File: config.mk
export PLATFORM = sky130hd
export DESIGN_NAME = slf_fifo
export DESIGN_NICKNAME = d
export VERILOG_FILES = /design/src/hw/rtl/slf_pkg.sv /design/src/hw/rtl/slf_fifo.sv
export SDC_FILE = /design/constraint.sdc
export NUM_CORES = 1
export LEC_CHECK = 0
export ABC_CLOCK_PERIOD_IN_PS = 8100
export BUFFER_PORTS_ARGS = -buffer_cell sky130_fd_sc_hd__buf_2
export CAP_MARGIN = 10
export CORE_UTILIZATION = 50
export DETAILED_ROUTE_END_ITERATION = 8
export HOLD_SLACK_MARGIN = 0.05
export PLACE_DENSITY = 0.77
export SLEW_MARGIN = 20
export SYNTH_ARGS = -nofsm -noshare
export SYNTH_HDL_FRONTEND = slang
export SYNTH_SLANG_ARGS = --single-unit
File: constraint.sdc
create_clock -name clk -period 8.1 [get_ports clk]
set_input_delay 0.81 -clock clk [delete_from_list [all_inputs] [get_ports clk]]
set_output_delay 0.81 -clock clk [all_outputs]
set_load 0.05 [all_outputs]
File: src/hw/rtl/slf_pkg.sv
// ----------------------------------------------------------------------------
// slf_pkg
// Shared constants, types and the sine table builder of the flanger.
// ----------------------------------------------------------------------------
`default_nettype none

package slf_pkg;

  localparam int MAX_DELAY_SAMPLES = 4096;
  localparam int SINE_TABLE_SIZE   = 1024;
  localparam int FRAC_BITS         = 8;

  localparam int SAMPLE_W   = 16;
  localparam int BUF_LEN_W  = 13;
  localparam int BASE_W     = 20;
  localparam int DEPTH_W    = 20;
  localparam int PHASE_W    = 16;
  localparam int SINE_W     = 16;
  localparam int SINE_FRAC  = 15;

  localparam int ADDR_W     = $clog2(MAX_DELAY_SAMPLES);
  localparam int LEN_W      = ADDR_W + 1;
  localparam int SINE_IDX_W = $clog2(SINE_TABLE_SIZE);

  localparam int PROD_W     = DEPTH_W + SINE_W + 1;
  localparam int OFFSET_W   = PROD_W - SINE_FRAC;
  localparam int DELAY_W    = OFFSET_W + 1;
  localparam int POS_W      = ((ADDR_W + FRAC_BITS > DELAY_W) ?
                               ADDR_W + FRAC_BITS : DELAY_W) + 2;
  localparam int P_W        = POS_W - FRAC_BITS;
  localparam int DIV_STEPS  = (P_W + 1) / 2;
  localparam int DIV_W      = 2 * DIV_STEPS;
  localparam int DIV_CNT_W  = $clog2(DIV_STEPS);
  localparam int MIX_W      = SAMPLE_W + FRAC_BITS + 2;

  localparam int FIFO_DEPTH = 2;
  localparam int FIFO_PTR_W = (FIFO_DEPTH > 2) ? $clog2(FIFO_DEPTH) : 1;
  localparam int FIFO_CNT_W = $clog2(FIFO_DEPTH + 1);

  localparam int REG_COUNT  = 4;
  localparam int PADDR_W    = $clog2(4 * REG_COUNT);
  localparam int PDATA_W    = 32;

  localparam logic [BUF_LEN_W-1:0] BUF_LEN_RST = BUF_LEN_W'(4096);
  localparam logic [BASE_W-1:0]    BASE_RST    = BASE_W'(65536);

  typedef enum logic [1:0] {
    REG_BUFFER_LENGTH = 2'd0,
    REG_BASE_DELAY    = 2'd1,
    REG_MOD_DEPTH     = 2'd2,
    REG_PHASE_STEP    = 2'd3
  } slf_reg_t;

  typedef struct packed {
    logic [BASE_W-1:0]  base_delay;
    logic [DEPTH_W-1:0] mod_depth;
    logic [PHASE_W-1:0] phase_step;
  } slf_lfo_cfg_t;

  typedef struct packed {
    logic signed [SAMPLE_W-1:0] dry_sample;
    logic                       block_end;
    logic signed [DELAY_W-1:0]  delay;
  } slf_item_t;

  typedef logic signed [SINE_W-1:0] slf_sine_rom_t [SINE_TABLE_SIZE];

  // polynomial quarter-wave sine, angle in 16-bit turn units, q1.15 result
  function automatic logic signed [SINE_W-1:0] sine_of_turn(input logic [15:0] a);
    int unsigned z;
    int unsigned z2;
    int unsigned t;
    int unsigned y;
    logic [1:0] quad;
    logic signed [SINE_W-1:0] ys;
    quad = a[15:14];
    z    = int'(a[13:0]);
    if (quad[0]) begin
      z = 16384 - z;
    end
    z2 = (z * z) >> 14;
    t  = (2320 * z2) >> 14;
    t  = 21024 - t;
    t  = (t * z2) >> 14;
    t  = 51472 - t;
    y  = (t * z) >> 14;
    if (y > 32767) begin
      y = 32767;
    end
    ys = SINE_W'(y);
    return quad[1] ? -ys : ys;
  endfunction

  function automatic slf_sine_rom_t build_sine_rom();
    slf_sine_rom_t rom;
    for (int i = 0; i < SINE_TABLE_SIZE; i++) begin
      rom[i] = sine_of_turn(16'((i * 65536) / SINE_TABLE_SIZE));
    end
    return rom;
  endfunction

  function automatic logic [LEN_W-1:0] effective_length(input logic [BUF_LEN_W-1:0] bl);
    logic [LEN_W-1:0] len;
    if (bl == '0) begin
      len = LEN_W'(1);
    end else if (32'(bl) > 32'(MAX_DELAY_SAMPLES)) begin
      len = LEN_W'(MAX_DELAY_SAMPLES);
    end else begin
      len = LEN_W'(bl);
    end
    return len;
  endfunction

endpackage

`default_nettype wire

File: src/hw/rtl/slf_fifo.sv
// ----------------------------------------------------------------------------
// slf_fifo
// Short queue of classified samples between the front and back ends.
// ----------------------------------------------------------------------------
`default_nettype none

module slf_fifo import slf_pkg::*; (
  input  logic      clk,
  input  logic      rst,
  input  logic      push,
  input  slf_item_t push_item,
  output logic      full,
  input  logic      pop,
  output slf_item_t pop_item,
  output logic      empty
);

  slf_item_t               entries [FIFO_DEPTH];
  logic [FIFO_PTR_W-1:0]   wr_ptr;
  logic [FIFO_PTR_W-1:0]   rd_ptr;
  logic [FIFO_CNT_W-1:0]   count;

  assign full     = (count == FIFO_CNT_W'(FIFO_DEPTH));
  assign empty    = (count == '0);
  assign pop_item = entries[rd_ptr];

  always_ff @(posedge clk) begin
    if (rst) begin
      wr_ptr <= '0;
      rd_ptr <= '0;
      count  <= '0;
    end else begin
      if (push) begin
        wr_ptr <= (wr_ptr == FIFO_PTR_W'(FIFO_DEPTH - 1)) ? '0 : wr_ptr + 1'b1;
      end
      if (pop) begin
        rd_ptr <= (rd_ptr == FIFO_PTR_W'(FIFO_DEPTH - 1)) ? '0 : rd_ptr + 1'b1;
      end
      if (push && !pop) begin
        count <= count + 1'b1;
      end else if (pop && !push) begin
        count <= count - 1'b1;
      end
    end
  end

  always_ff @(posedge clk) begin
    if (push) begin
      entries[wr_ptr] <= push_item;
    end
  end

endmodule

`default_nettype wire

**Word-level counts from Yosys, hierarchy flattened**

Memory sizes are Yosys's and may differ from the RTL's. A register that Yosys moved wholly into a read port is not among the register bits.
Index checks and enable logic that the tools add are counted.

- Flip-flop bits (word level): 4
- RAM bits: 80
- Input bits: 44
- Output and inout port bits: 42
- Memories kept: 1

- $add $sub $neg: 4
- Equality and inequality tests: 1
- Multiplexer cells: 8
- Reduce and logical (&&, ||, !) cells: 6

Memory list:

| name | depth | width | rd ports | clocked after memory_dff | write ports | RTL line | RTL |
|---|---|---|---|---|---|---|---|
| entries | 2 | 40 | 1 | 1 | 1 | slf_fifo.sv:18 | `slf_item_t entries [FIFO_DEPTH];` |

Operator list:

| operator | count |
|---|---|
| $mux 1 | 6 |
| $mux 2 | 2 |
| $add 1x1->1 const B | 2 |
| $add 2x1->2 const B | 1 |
| $eq 2x2->1 const B | 1 |
| $logic_and 1x1->1 | 2 |
| $logic_not 1->1 | 2 |
| $logic_not 2->1 | 1 |
| $reduce_bool 2->1 | 1 |
| $sub 2x1->2 const B | 1 |

**Logic depth before layout (Yosys ltp)**

- Depth after elaboration: 4
- Depth in mapped cells: 5
- Mapped depth without buffers: 5

**Least setup slack after synthesis**

No wires, ideal clock.

- Kind: in2reg
- Start: input port push
- End: memory entries[0][0] in the netlist's numbering, enable pin
- Setup time: 0.442 ns
- Data arrival time: 2.599 ns
- Required time: 7.658 ns
- Slack: 5.059 ns
- Stages on the path: 1
- Cells stage by stage: nor2b_1

- Cells in the longest elaborated chain, start to end: 2

Ends and longest elaborated chain:

| what | RTL line | RTL |
|---|---|---|
| from (decl) | slf_fifo.sv:10 | `input logic push,` |
| $mux 1 | slf_fifo.sv:48 | `if (push) begin` |
| $mux 1 (implied by the code) | slf_fifo.sv:49 | `entries[wr_ptr] <= push_item;` |
| to (decl) | slf_fifo.sv:18 |  |

Every way passes these cells.

==> results_dict.tcl <==
set metrics [dict create \
    async_reset_ff_frac 0 \
    aggregate_negative_setup_slack_ns 0 \
    fin_skew_ns 0.006152 \
    clock_path_buffers 2 \
    holdPathStages 2 \
    critPathTopFamily "flip-flops" \
    routed_wire_length_per_instance_um 15.81 \
    cts_setup_buffers 0 \
    synth_warnings 0 \
    drt_pre_antenna_iters 4 \
    worst-endpoint-arrival_ns 1.94 \
    area_after_dpl_sq_mm 0.003617 \
    max_freq_mhz 363.9 \
    cts.hold.buffers_added 0 \
    synth_enable_flop_cells 80 \
    run_status "finished, final reports clean" \
    ios 86 \
    core_region_area_sq_mm 0.005921 \
    rows 28 \
    grt.overflow.total 0 \
    drt_drc_violations_left 0 \
    numCtsBuffers 9 \
    cts_repair_resize_count 0 \
    n_antenna_cell 0 \
    placement.io_buffers 85 \
    layout-drive-gt1-share 0.5943 \
    netlist-cell-type-count 15 \
    hold_class "register to register" \
    synthMostInstantiatedCell "edfxtp_1" \
    grt_antenna_before_repair 0 \
    syn_area_per_cell_sq_um 21.10 \
    insertion_delay_ns 0.34 \
    setup_viol_count_final 0 \
    cp_num_cells 2 \
    grt_max_degree 41 \
    violation_count_after_the_first_detailed_routing_iteration 104 \
    max_cap_violations 0 \
    grt_pass1_wl_um 7596 \
    cp_startpoint_kind "register" \
    post-place-ws_ns 5.672 \
    timing_worst_setup_path_type "register to primary output" \
    synth_largest_type_area_fraction 0.7799 \
    gp_congestion 0.6990 \
    syn2layout_area_growth_pct 23.64 \
    final_critical_path_setup_slack_ns 5.352 \
    synth.net_count 191 \
    timing.reg2reg.setup_slack_ns 6.48 \
    layout_worst_path_cycle_share 0.3393 \
    synth_flop_cell "edfxtp_1" \
    wirelength_um 5043 \
    slew_viol_final 0 \
    dp.final_hpwl_um 3313 \
    route.detailed.vias_per_inst 4.947 \
    power_per_cell_area_mw_per_mm2 258.7 \
    initial_utilization 0.5203 \
    post-route-min-period_ns 2.748 \
    worst_setup_hold_path_clk_slew_ns 0.07 \
    crit_path_top_delay_cell "dfxtp_2" \
    first_global_vias 1635 \
    critPathBufInv 1 \
    synth.yosys.seq_area_share 0.8123 \
    cts_root_buffer "clkbuf_8" \
    cts_sinks 85 \
    vert_die_dim_um 80.49 \
    synth.ff_latch_count 85 \
    cp.required_ns 7.29 \
    critPathMaxFanout 40 \
    worstSetupEndpointType "primary output" \
    reg2reg_depth 1 \
    power_leakage_uw 0.001451 \
    route.antenna.remaining_nets 0 \
    grtUsageTotal 0.1675 \
    fin_area_sq_mm 0.003809 \
    synth_common_cells "edfxtp_1 (80), mux2_2 (40), dfxtp_1 (5), nor2_1 (5), buf_2 (4)" \
    nNetsFinal 284 \
    tritoncts "yes" \
    die_width_um 80.49 \
    synth_area_sq_mm 0.003080 \
    worstPathCellList "mux2_2, buf_2" \
    htree_levels 3 \
    fp.dieArea_sq_mm 0.006479 \
    num_vias 1578 \
    largest_incremental_delay_on_the_critical_path_ns 0.96 \
    synth_top_cell_by_area "edfxtp_1" \
    rsz0062_at_grt "false" \
    synth.top_cells.by_area "edfxtp_1 (78%), mux2_2 (15%), dfxtp_1 (3.2%)" \
    peakVddDrop_mv 0.1630 \
    syn-instance-count 146 \
    timing.max_slew.rel_slack 0.3597 \
    worst_pin_slew_ns 0.9604 \
    hold_viol 0 \
]
==> placed cells by master (no fill, tap or decap), drive strengths merged, types with 2 or more instances in the layout <==
cell type / netlist / layout
buf: 4 / 86
edfxtp: 80 / 80
mux2: 40 / 40
clkbuf: 0 / 11
nor2: 5 / 5
dfxtp: 5 / 5
clkinv: 0 / 4
xor2: 2 / 2
xnor2: 2 / 2
==> power breakdown <==
part,switching (uW),internal (uW)
sequential,15.2,511
clock,138,149
combinational,120,51.9
total,273,712
==> logic make-up after synthesis <==
family | count (synthesis) | share of synthesized area
buffers and inverters | 5 | 0.007716
AND/OR/NAND/NOR | 9 | 0.01503
XOR/XNOR | 4 | 0.01137
AO/OA/AOI/OAI | 2 | 0.003246
adder cells (fa/ha/maj) | 1 | 0.004061
multiplexers | 40 | 0.1462
flip-flops | 85 | 0.8123
==> per-layer routing <==
| layer | global-route usage | part of all wire |
|---|---|---|
| met4 | 0.1018 | 0.020 |
| met3 | 0.03750 | 0.043 |
| met5 | 0 | 0 |
| met2 | 0.2856 | 0.56 |
| met1 | 0.1910 | 0.38 |
==> area by class of cell <==
cell class | count | area [sq um]
Clock buffer | 11 | 141.4
Clock inverter | 5 | 50.05
Fill cell | 453 | 2112
Inverter | 1 | 3.754
Multi-Input combinational cell | 56 | 563.0
Sequential cell | 85 | 2504
Tap cell | 75 | 93.84
Timing Repair Buffer | 86 | 452.9
==> tightest hold or removal path, stage by stage (launching register included) <==
cell and delay, ns:
dfxtp_1 0.33, o21ai_0 0.07, a21oi_1 0.06
==> through the flow <==
stage          total power (uW)    util  hold WS, ns  instances
2_1_floorplan             662.9       -       0.4614        146
3_3_place_gp              703.7  0.6063       0.4868        302
3_5_place_dp              710.4  0.6109       0.5050        303
4_1_cts                   994.4  0.6433       0.5169        319
5_1_grt                    1020  0.6433       0.5576        319
6_report                  985.2  0.6433       0.5075        319
==> worst paths after layout <==
check | start | end
max | register | pop_item[34]
min reg2reg | count[1] | count[1]
min | count[1] | count[1]
max reg2reg | wr_ptr | entries[1][14]
==> registers in the layout (all words and copies together), names as in the netlist, named ones only <==
signal / flops
entries: 80
count: 2
rd_ptr: 1
wr_ptr: 1
(Power assumes the default switching activity.)
